<file path="src/hw/rtl/dt2e_pkg.sv">
// ============================================================================
// dt2e_pkg
// Shared types, constants and helper functions for the date-time text to
// epoch seconds converter.
// ============================================================================
package dt2e_pkg;

    // Number of register stages from input acceptance to the output register.
    localparam int STAGES = 6;

    // Calendar and scaling constants.
    localparam logic [31:0] EPOCH_DAYS    = 32'd719163;
    localparam logic [31:0] SECS_PER_DAY  = 32'd86400;
    localparam logic [31:0] SECS_PER_HOUR = 32'd3600;
    localparam logic [31:0] SECS_PER_MIN  = 32'd60;
    localparam logic [31:0] DAYS_PER_YEAR = 32'd365;

    // Weighted ASCII code of '0' for two and four digit groups.
    localparam logic [12:0] ZERO_X11   = 13'd528;
    localparam logic [31:0] ZERO_X1111 = 32'd53328;

    // Reciprocal of 100 scaled by 2^37; exact quotient for any 32-bit dividend.
    localparam logic [30:0] RECIP_100  = 31'd1374389535;
    localparam int          RECIP_SHIFT = 37;

    // One enable or valid bit per pipeline stage.
    typedef logic [STAGES-1:0] stage_vec_t;

    // Decoded fields leaving the first stage. Small fields are 13-bit two's
    // complement values; their 32-bit wrapped value is the sign extension.
    typedef struct packed {
        logic [31:0] ym1;
        logic [3:0]  month_idx;
        logic        month_ok;
        logic        month_gt2;
        logic [12:0] day;
        logic [12:0] hour;
        logic [12:0] minute;
        logic [12:0] second;
    } parse_t;

    // Two ASCII digits to a wrapped value, tens digit in the upper byte.
    function automatic logic [12:0] two_digits(input logic [15:0] text);
        logic [11:0] sum;
        sum = 12'(text[15:8]) * 12'd10 + 12'(text[7:0]);
        return {1'b0, sum} - ZERO_X11;
    endfunction

    // Sign extension of a 13-bit value to the 32-bit wrapped value.
    function automatic logic [31:0] sext13(input logic [12:0] v);
        return {{19{v[12]}}, v};
    endfunction

    // Days in the year before the first of the month, by month index 0..11.
    function automatic logic [8:0] cum_days(input logic [3:0] idx);
        logic [8:0] d;
        case (idx)
            4'd0:    d = 9'd0;
            4'd1:    d = 9'd31;
            4'd2:    d = 9'd59;
            4'd3:    d = 9'd90;
            4'd4:    d = 9'd120;
            4'd5:    d = 9'd151;
            4'd6:    d = 9'd181;
            4'd7:    d = 9'd212;
            4'd8:    d = 9'd243;
            4'd9:    d = 9'd273;
            4'd10:   d = 9'd304;
            4'd11:   d = 9'd334;
            default: d = 9'd0;
        endcase
        return d;
    endfunction

endpackage

</file>
<file path="src/hw/rtl/dt2e_parse.sv">
// ============================================================================
// dt2e_parse
// First pipeline stage: converts the ASCII digit groups to binary values.
// ============================================================================
module dt2e_parse (
    input  logic              clk,
    input  logic              en,
    input  logic [31:0]       year_text,
    input  logic [15:0]       month_text,
    input  logic [15:0]       day_text,
    input  logic [15:0]       hour_text,
    input  logic [15:0]       minute_text,
    input  logic [15:0]       second_text,
    output dt2e_pkg::parse_t  fields
);
    import dt2e_pkg::*;

    logic [18:0] year_sum;
    logic [12:0] month_val;
    parse_t      fields_next;
    parse_t      fields_reg;

    // Weighted sum of the four year digit codes; it never exceeds 19 bits.
    assign year_sum = 19'(year_text[31:24]) * 19'd1000
                    + 19'(year_text[23:16]) * 19'd100
                    + 19'(year_text[15:8])  * 19'd10
                    + 19'(year_text[7:0]);

    assign month_val = two_digits(month_text);

    // The year minus one is what the day count needs; the leap test uses it too.
    always_comb
    begin
        fields_next.ym1       = {13'd0, year_sum} - ZERO_X1111 - 32'd1;
        fields_next.month_idx = month_val[3:0] - 4'd1;
        fields_next.month_ok  = ($signed(month_val) >= 13'sd1)
                             && ($signed(month_val) <= 13'sd12);
        // A negative value wraps to a large unsigned month, which is above two.
        fields_next.month_gt2 = month_val[12] || ($signed(month_val) > 13'sd2);
        fields_next.day       = two_digits(day_text);
        fields_next.hour      = two_digits(hour_text);
        fields_next.minute    = two_digits(minute_text);
        fields_next.second    = two_digits(second_text);
    end

    always_ff @(posedge clk)
    begin
        if (en)
        begin
            fields_reg <= fields_next;
        end
    end

    assign fields = fields_reg;

endmodule

</file>
<file path="src/hw/rtl/dt2e_daycount.sv">
// ============================================================================
// dt2e_daycount
// Stages two to four: leap corrections, day count since the epoch and the
// time of day in seconds.
// ============================================================================
module dt2e_daycount (
    input  logic              clk,
    input  logic [2:0]        en,
    input  dt2e_pkg::parse_t  fields,
    output logic [31:0]       days,
    output logic [31:0]       tod
);
    import dt2e_pkg::*;

    // Stage two registers.
    logic [62:0] recip_prod;
    logic [25:0] q100_next;
    logic [31:0] dayp_next;
    logic [31:0] tod_next;
    logic [31:0] s2_ym1_reg;
    logic [25:0] s2_q100_reg;
    logic        s2_gt2_reg;
    logic [31:0] s2_dayp_reg;
    logic [31:0] s2_tod_reg;

    // Stage three registers.
    logic [23:0] q400;
    logic [6:0]  r100;
    logic [8:0]  r400;
    logic        leap_next;
    logic [31:0] base_next;
    logic [31:0] s3_base_reg;
    logic        s3_leap_reg;
    logic [31:0] s3_dayp_reg;
    logic [31:0] s3_tod_reg;

    // Stage four registers.
    logic [31:0] days_next;
    logic [31:0] days_reg;
    logic [31:0] tod_reg;

    // Quotient by 100 through the scaled reciprocal.
    assign recip_prod = 63'(fields.ym1) * 63'(RECIP_100);
    assign q100_next  = recip_prod[62:RECIP_SHIFT];

    // Day of year before the leap day, and the time of day.
    assign dayp_next = sext13(fields.day)
                     + (fields.month_ok ? 32'(cum_days(fields.month_idx)) : 32'd0);
    assign tod_next  = sext13(fields.hour) * SECS_PER_HOUR
                     + sext13(fields.minute) * SECS_PER_MIN
                     + sext13(fields.second);

    always_ff @(posedge clk)
    begin
        if (en[0])
        begin
            s2_ym1_reg  <= fields.ym1;
            s2_q100_reg <= q100_next;
            s2_gt2_reg  <= fields.month_gt2;
            s2_dayp_reg <= dayp_next;
            s2_tod_reg  <= tod_next;
        end
    end

    // The year is the year minus one plus one, so a leap year shows as a
    // remainder of three, ninety-nine or three hundred ninety-nine.
    assign q400 = s2_q100_reg[25:2];
    assign r100 = s2_ym1_reg[6:0] - 7'(s2_q100_reg[6:0] * 7'd100);
    assign r400 = s2_ym1_reg[8:0] - 9'(q400[8:0] * 9'd400);
    assign leap_next = (r400 == 9'd399)
                    || ((s2_ym1_reg[1:0] == 2'b11) && (r100 != 7'd99));

    // Days in all whole years before this one.
    assign base_next = s2_ym1_reg * DAYS_PER_YEAR
                     + {2'b00, s2_ym1_reg[31:2]}
                     - {6'd0, s2_q100_reg}
                     + {8'd0, q400};

    always_ff @(posedge clk)
    begin
        if (en[1])
        begin
            s3_base_reg <= base_next;
            s3_leap_reg <= leap_next && s2_gt2_reg;
            s3_dayp_reg <= s2_dayp_reg;
            s3_tod_reg  <= s2_tod_reg;
        end
    end

    // Day count relative to the epoch.
    assign days_next = s3_dayp_reg + s3_base_reg + {31'd0, s3_leap_reg} - EPOCH_DAYS;

    always_ff @(posedge clk)
    begin
        if (en[2])
        begin
            days_reg <= days_next;
            tod_reg  <= s3_tod_reg;
        end
    end

    assign days = days_reg;
    assign tod  = tod_reg;

endmodule

</file>
<file path="src/hw/rtl/dt2e_scale.sv">
// ============================================================================
// dt2e_scale
// Stages five and six: scales the day count to seconds and adds the time of
// day into the output register.
// ============================================================================
module dt2e_scale (
    input  logic               clk,
    input  logic [1:0]         en,
    input  logic [31:0]        days,
    input  logic [31:0]        tod,
    output logic signed [31:0] epoch_seconds
);
    import dt2e_pkg::*;

    logic [31:0] prod_next;
    logic [31:0] prod_reg;
    logic [31:0] tod_reg;
    logic [31:0] secs_next;
    logic [31:0] secs_reg;

    // Day count times seconds per day, modulo 2^32.
    assign prod_next = days * SECS_PER_DAY;

    always_ff @(posedge clk)
    begin
        if (en[0])
        begin
            prod_reg <= prod_next;
            tod_reg  <= tod;
        end
    end

    // Final sum into the output register.
    assign secs_next = prod_reg + tod_reg;

    always_ff @(posedge clk)
    begin
        if (en[1])
        begin
            secs_reg <= secs_next;
        end
    end

    assign epoch_seconds = $signed(secs_reg);

endmodule

</file>
<file path="src/hw/rtl/datetime_text_to_epoch_seconds.sv">
// Throughput: one transaction per cycle while out_stall is low. Each accepted
// transaction passes the six stages to out_valid; each stage holds one item
// and moves on whenever the stage after it is empty or moving.
// The widest step is the 32 by 31 bit reciprocal multiply in stage two.
// Reset clears the stage valid bits only; data registers are not reset.
// ============================================================================
// datetime_text_to_epoch_seconds
// Converts ASCII digits of a date-time YYYYMMDDHHMMSS to Unix epoch seconds.
// ============================================================================
module datetime_text_to_epoch_seconds (
    input  logic               clk,
    input  logic               rst_n,
    input  logic               in_valid,
    output logic               in_stall,
    input  logic [31:0]        year_text,
    input  logic [15:0]        month_text,
    input  logic [15:0]        day_text,
    input  logic [15:0]        hour_text,
    input  logic [15:0]        minute_text,
    input  logic [15:0]        second_text,
    output logic               out_valid,
    input  logic               out_stall,
    output logic signed [31:0] epoch_seconds
);
    import dt2e_pkg::*;

    stage_vec_t  valid_reg;
    stage_vec_t  valid_next;
    stage_vec_t  stage_en;
    parse_t      fields;
    logic [31:0] days;
    logic [31:0] tod;

    // A stage loads when it is empty or when its item moves on.
    always_comb
    begin
        stage_en[STAGES-1] = !valid_reg[STAGES-1] || !out_stall;
        for (int k = STAGES - 2; k >= 0; k--)
        begin
            stage_en[k] = !valid_reg[k] || stage_en[k+1];
        end
    end

    // Valid bits follow their data through the stages.
    always_comb
    begin
        valid_next = valid_reg;
        if (stage_en[0])
        begin
            valid_next[0] = in_valid;
        end
        for (int k = 1; k < STAGES; k++)
        begin
            if (stage_en[k])
            begin
                valid_next[k] = valid_reg[k-1];
            end
        end
    end

    always_ff @(posedge clk or negedge rst_n)
    begin
        if (!rst_n)
        begin
            valid_reg <= '0;
        end
        else
        begin
            valid_reg <= valid_next;
        end
    end

    assign in_stall  = !stage_en[0];
    assign out_valid = valid_reg[STAGES-1];

    // Digit decoding.
    dt2e_parse u_parse (
        .clk         (clk),
        .en          (stage_en[0]),
        .year_text   (year_text),
        .month_text  (month_text),
        .day_text    (day_text),
        .hour_text   (hour_text),
        .minute_text (minute_text),
        .second_text (second_text),
        .fields      (fields)
    );

    // Leap corrections and day count.
    dt2e_daycount u_daycount (
        .clk    (clk),
        .en     (stage_en[3:1]),
        .fields (fields),
        .days   (days),
        .tod    (tod)
    );

    // Scaling to seconds.
    dt2e_scale u_scale (
        .clk           (clk),
        .en            (stage_en[5:4]),
        .days          (days),
        .tod           (tod),
        .epoch_seconds (epoch_seconds)
    );

    // The input only stalls when every stage is full and the output is held.
    a_stall_only_when_full: assert property (@(posedge clk) disable iff (!rst_n)
        in_stall |-> ((&valid_reg) && out_stall))
    else $error("input stalled while the pipeline had room");

    // The item count changes only by accepted input and output transactions.
    a_item_count: assert property (@(posedge clk) disable iff (!rst_n)
        1'b1 |=> ($countones(valid_reg) == $past($countones(valid_reg))
                  + ($past(in_valid && !in_stall) ? 1 : 0)
                  - ($past(out_valid && !out_stall) ? 1 : 0)))
    else $error("pipeline lost or invented an item");

    // A held output keeps its valid bit in the next cycle.
    a_hold_output: assert property (@(posedge clk) disable iff (!rst_n)
        (valid_reg[STAGES-1] && out_stall) |=> valid_reg[STAGES-1])
    else $error("stalled result dropped from the output stage");

endmodule

</file>
<file path="config.mk">
export PLATFORM = sky130hd
export DESIGN_NAME = datetime_text_to_epoch_seconds
export DESIGN_NICKNAME = d
export VERILOG_FILES = /design/src/hw/rtl/dt2e_pkg.sv /design/src/hw/rtl/dt2e_parse.sv /design/src/hw/rtl/dt2e_daycount.sv /design/src/hw/rtl/dt2e_scale.sv /design/src/hw/rtl/datetime_text_to_epoch_seconds.sv
export SDC_FILE = /design/constraint.sdc
export NUM_CORES = 2
export LEC_CHECK = 0
export ABC_AREA = 1
export BUFFER_PORTS_ARGS = -buffer_cell sky130_fd_sc_hd__buf_2
export CAP_MARGIN = 20
export CORE_MARGIN = 1
export CORE_UTILIZATION = 55
export CTS_BUF_LIST = sky130_fd_sc_hd__clkbuf_2 sky130_fd_sc_hd__clkbuf_4 sky130_fd_sc_hd__clkbuf_8
export CTS_CLUSTER_DIAMETER = 60
export DETAILED_ROUTE_END_ITERATION = 10
export PLACE_DENSITY = 0.82
export SETUP_SLACK_MARGIN = 0.4
export SYNTH_ARGS = -nofsm -noshare
export SYNTH_HDL_FRONTEND = slang
export SYNTH_SLANG_ARGS = --single-unit
</file>
<file path="constraint.sdc">
create_clock -name clk -period 18.15 [get_ports clk]
set_input_delay 0.9075 -clock clk [delete_from_list [all_inputs] [get_ports clk]]
set_output_delay 0.9075 -clock clk [all_outputs]
set_load 0.03 [all_outputs]
</file>
# After elaboration in Yosys (flattened, before gate mapping)
# Memories as Yosys holds them, arrays and structs flattened. A register that Yosys moved wholly into a read port is not among the register bits.
# Index checks and enable logic that the tools add are counted.
# classes
add_sub_neg,28
n_mul,15
magnitude_cmp,3
n_eq_ne,3
mux,2
reduce_logical,19
# ops
op,n
adder 32 bit,5
"multiplier 8 x 3 -> 11 bit, second input constant",6
"subtractor 12 x 10 -> 13 bit, second input constant",5
"multiplier 32 x 31 -> 63 bit, second input constant",1
adder 12 x 8 -> 12 bit,5
adder 32 x 1 -> 32 bit,1
adder 32 x 24 -> 32 bit,1
adder 32 x 30 -> 32 bit,1
"multiplier 32 x 10 -> 25 bit, second input constant",1
"multiplier 32 x 4 -> 30 bit, second input constant",1
"multiplier 32 x 8 -> 28 bit, second input constant",1
"multiplier 32 x 9 -> 32 bit, second input constant",1
"subtractor 32 x 1 -> 32 bit, second input constant",1
"subtractor 32 x 20 -> 32 bit, second input constant",1
subtractor 32 x 26 -> 32 bit,1
"subtractor 19 x 16 -> 20 bit, second input constant",1
adder 18 x 15 -> 19 bit,1
adder 19 x 12 -> 19 bit,1
adder 19 x 8 -> 19 bit,1
"multiplier 8 x 7 -> 15 bit, second input constant",1
">= comparator 13 x 2 -> 1 bit, second input constant",1
"> comparator 13 x 3 -> 1 bit, second input constant",1
"<= comparator 13 x 5 -> 1 bit, second input constant",1
"multiplier 8 x 5 -> 13 bit, second input constant",1
13 further kinds,29
# word_totals
reg_bits,469
mem_bits_ro,144
in_bits,116
output_inout_bits,34
wordCells,99
n_memories,1
# memory_table
name,depth,word_bits,rd,rd_clocked_by_memory_dff,write_ports,line,text
(no name shown),16,9,1,1,0,dt2e_pkg.sv:57,case (idx)

# Longest topological paths before layout
# logic_depth
word_depth,8
ltp_mapped,34
mapped_depth_nobuf,34

# By module
# A second synthesis with hierarchy kept.
# unflattened
cells_unflattened,7298
area_unflattened_um2,62930.4
# modules_own_cells
mod,instances,cells_each,area_each_um2,seq_area_each_um2
dt2e_daycount,1,4987,43568.0,7447.1
dt2e_parse,1,1309,11060.6,2372.3
dt2e_scale,1,977,8040.2,2672.6
datetime_text_to_epoch_seconds,1,25,261.5,150.1

# Least setup slack after synthesis
# OpenSTA, ideal clock, no wires.
# synth_path
path_type,input to register
startpoint,input port out_stall
endpoint,register u_daycount.s2_dayp_reg[0] (enable)
setup_ns,0.463
t_arrival_ns,7.455
required_time_ns,17.687
setup_slack_ns,10.231
path_stages,9
path_buffers,0
path_cell_list,nand2_1 > nor2_1 > inv_1 > nor2_1 > inv_1 > nor2_2 > inv_2 > nor2_2 > inv_1
# synth_between
elab_chain_len,6
# synth_lines
element,line,text
start: declaration,datetime_text_to_epoch_seconds.sv:22,"input logic out_stall,"
logical NOT 1 bit,datetime_text_to_epoch_seconds.sv:37,stage_en[STAGES-1] = !valid_reg[STAGES-1] || !out_stall;
logical OR 1 bit,datetime_text_to_epoch_seconds.sv:37,
logical OR 1 bit,datetime_text_to_epoch_seconds.sv:40,stage_en[k] = !valid_reg[k] || stage_en[k+1];
via stage_en[4],datetime_text_to_epoch_seconds.sv:29,stage_vec_t stage_en;
logical OR 1 bit,datetime_text_to_epoch_seconds.sv:40,
via stage_en[3],datetime_text_to_epoch_seconds.sv:29,
logical OR 1 bit,datetime_text_to_epoch_seconds.sv:40,
via stage_en[2],datetime_text_to_epoch_seconds.sv:29,
logical OR 1 bit,datetime_text_to_epoch_seconds.sv:40,
via stage_en[1],datetime_text_to_epoch_seconds.sv:29,
end signal: assignment,dt2e_daycount.sv:60,s2_dayp_reg <= dayp_next;
end: declaration,dt2e_daycount.sv:23,logic [31:0] s2_dayp_reg;
# The timed path passes the listed nets, and every way through them passes these cells.
# A chain may end at the register's enable or synchronous reset.

# Worst setup path after layout
# layout_path
startpoint,register u_parse.fields_reg (netlist bit u_parse.fields[70])
endpoint,register u_daycount.s2_q100_reg[20] (data pin)
# layout_between
elab_chain_len,1
# layout_lines
element,line,text
start: declaration,dt2e_parse.sv:21,parse_t fields_reg;
start signal: assignment,dt2e_parse.sv:50,fields_reg <= fields_next;
multiplier 32 x 31 -> 63 bit,dt2e_daycount.sv:43,assign recip_prod = 63'(fields.ym1) * 63'(RECIP_100);
via u_daycount.recip_prod[57],dt2e_daycount.sv:16,logic [62:0] recip_prod;
end signal: assignment,dt2e_daycount.sv:58,s2_q100_reg <= q100_next;
end: declaration,dt2e_daycount.sv:21,logic [25:0] s2_q100_reg;
# The timed path passes the listed nets, and every way through them passes these cells.

==> impl_metrics.yaml <==
hold_path:
  hold_path.class: "input pin to async pin"
yosys:
  synth_edf_count: 428
  syn_nets: 7425
  ys_warn_count: 0
  yosysMostFrequentCell: "inv_1"
  synth-seq-area-share: 0.235
  yosys_register_bits: 443
  yosys.cell_types.count: 58
  synth_top_area_share: 0.251
  synthArstFlopShare: 0.0135
  postSynthCellCount: 5647
  avgSynthCellArea_sq_um: 9.92
  yosysTopAreaCell: "fa_1"
  synthTopCellsByCount: "inv_1, ha_1, fa_1, nand2_1, edfxtp_1"
  synth_area_sq_um: 56000
  ys.flop_type: "edfxtp_1"
  netlist_top_cells_area: "fa_1, edfxtp_1, ha_1, inv_1, nand2_1"
sta:
  setup_tns_ns: 0
  fin_crit_sh: 0.407
  max_freq_mhz: 135
  maxSlewHeadroom: 0.353
  setup_viol: 0
  hold_violations: 0
  slew_viol_final: 0
  clock_skew_ns: 0.0407
  hold_ws_ns: 0.0545
  min_period_ns: 7.39
  worstMarginPinSlew_ns: 0.971
  grt_setup_unrepaired: "false"
place:
  place_area_sq_um: 58500
  dp_cells: 7157
  dp_hpwl_mm: 107
  globalplace.congestion: 0.989
  port_buffers: 149
floorplanning:
  row_count: 116
  io_pins: 150
  start_util: 0.558
  core_sq_um: 100000
  fp.dieArea_sq_um: 103000
  die_h_microns: 321
  die_x_microns: 321
worst_setup_path:
  r2r-end: "u_daycount.s2_q100_reg[20]$_DFFE_PP_"
  r2r_start: "u_parse.fields[70]$_DFFE_PN_"
  endpoint_kind: "flip-flop"
  cp_data_arrival_time_ns: 7.80
  rrSetupSlack_ns: 10.76
  reg2regPathDepth: 22
  crit_fanout: 11
  worstSetupPathType: "flip-flop to flip-flop"
  required_ns: 18.56
  worstSetupStartpointType: "flip-flop"
cells_and_area:
  final_cells: 7300
  nFillCells: 8109
  largest_reg_flops: 90
  fin_nets: 7657
  syn_to_final_growth_pct: 7.41
  postLayoutCellArea_sq_um: 60200
  drive_above_1_share: 0.0577
detailed_routing:
  routedWlPerCell_microns: 17.3
  routed_via_density: 5.29
  drc: 0
  wl_mm: 126
  vias: 38600
  ant_nets: 0
  drtIter0Drc: 2033
  first_pass_iters: 5
clock_network:
  postCtsSetupRepairBufs: 0
  clock_latency_ns: 0.69
  ctsHoldBuffers: 0
  cts_root_buf: "clkbuf_8"
  cts_tree: "yes"
  htree_levels: 3
  clockBufferDepth: 3
  post_cts_resized: 0
  cts.clk_slew.worst_paths_ns: 0.06
  cts_buffers: 77
  cts_sinks: 443
outcome:
  outcome: "completed"
global_route:
  grt_usage: 0.252
  grt_pass1_vias: 40700
  grt_pass1_wl_mm: 205
  grt_max_degree: 70
  antenna_found_initial: 5
  grt-ovfl-total: 0
job:
  max_cap_violations: 0
[cell families after synthesis]
logic type,share of synthesized area
fa+ha+maj,0.465
buf+inv,0.101
simple gates,0.0798
compound gates,0.0627
flops,0.235
xor+xnor,0.0554
[how the worst max path moves through the flow]
stage / from / to / cells after the start
floorplan: out_stall / u_daycount.s2_dayp_reg[0]$_DFFE_PP_ / 9
finish: u_parse.fields[70]$_DFFE_PN_ / u_daycount.s2_q100_reg[20]$_DFFE_PP_ / 22
global route: u_parse.fields[65]$_DFFE_PN_ / u_daycount.s2_q100_reg[24]$_DFFE_PP_ / 24
detailed placement: year_text[24] / u_parse.fields[82]$_DFFE_PN_ / 32
CTS: u_parse.fields[70]$_DFFE_PN_ / u_daycount.s2_q100_reg[20]$_DFFE_PP_ / 22
global placement: year_text[24] / u_parse.fields[88]$_DFFE_PN_ / 32
[layout make-up]
cell class | count | area (sq um) | share of cell area
antenna | 2 | 5.00 | 0.0000832
multi-input combinational | 3694 | 37200 | 0.618
sequential | 443 | 13200 | 0.219
timing repair buffer | 160 | 828 | 0.0138
inverter | 1503 | 5650 | 0.0938
clock inverter | 47 | 454 | 0.00755
tap | 1357 | 1700 | 0.0282
clock buffer | 94 | 1190 | 0.0198
[worst max-delay path, cell delays in order (launching register included)]
cell and delay, ns:
edfxtp_1 0.85, fa_1 0.56, ha_1 0.29, inv_1 0.05, fa_1 0.59, inv_1 0.08
fa_1 0.51, fa_1 0.54, inv_1 0.05, fa_1 0.53, inv_1 0.06, fa_1 0.50
fa_1 0.50, ha_1 0.34, nand2_1 0.08, nand2_1 0.06, a31oi_1 0.30, nand2_1 0.10
a21oi_1 0.16, nand3_1 0.20, a21oi_1 0.40, o21ai_0 0.17, xor2_1 0.17
[layout by cell type (no fill, tap or decap), drive strengths merged, types with 30 or more instances in the layout]
master	synthesis	final
clkbuf	4	94
nand4	38	38
inv	1503	1508
xnor2	130	130
clkinv	0	30
a31oi	38	38
nand2	577	577
o21ai	171	171
a21oi	309	309
xor2	221	221
edfxtp	428	428
nor2	240	240
ha	959	959
nand3	122	122
fa	703	703
buf	3	160
[layer usage]
layer / GRT usage / up-vias / wire length, microns
li1: - / 18400 / -
met1: 0.316 / 18800 / 52100
met2: 0.439 / 1070 / 61700
met3: 0.0414 / 286 / 7390
met4: 0.0883 / 0 / 4740
met5: 0 / - / 0
[per-stage QoR]
stage | worst slack, ns | util
6_report | 10.76 | 0.599
4_1_cts | 10.76 | 0.599
2_1_floorplan | 10.23 | -
3_5_place_dp | 10.51 | 0.583
5_1_grt | 10.48 | 0.599
3_3_place_gp | 10.60 | 0.583
Power is left out: the tool's default activity adds up to more than one toggle a clock period on the data nets, which glitch-free logic cannot reach.
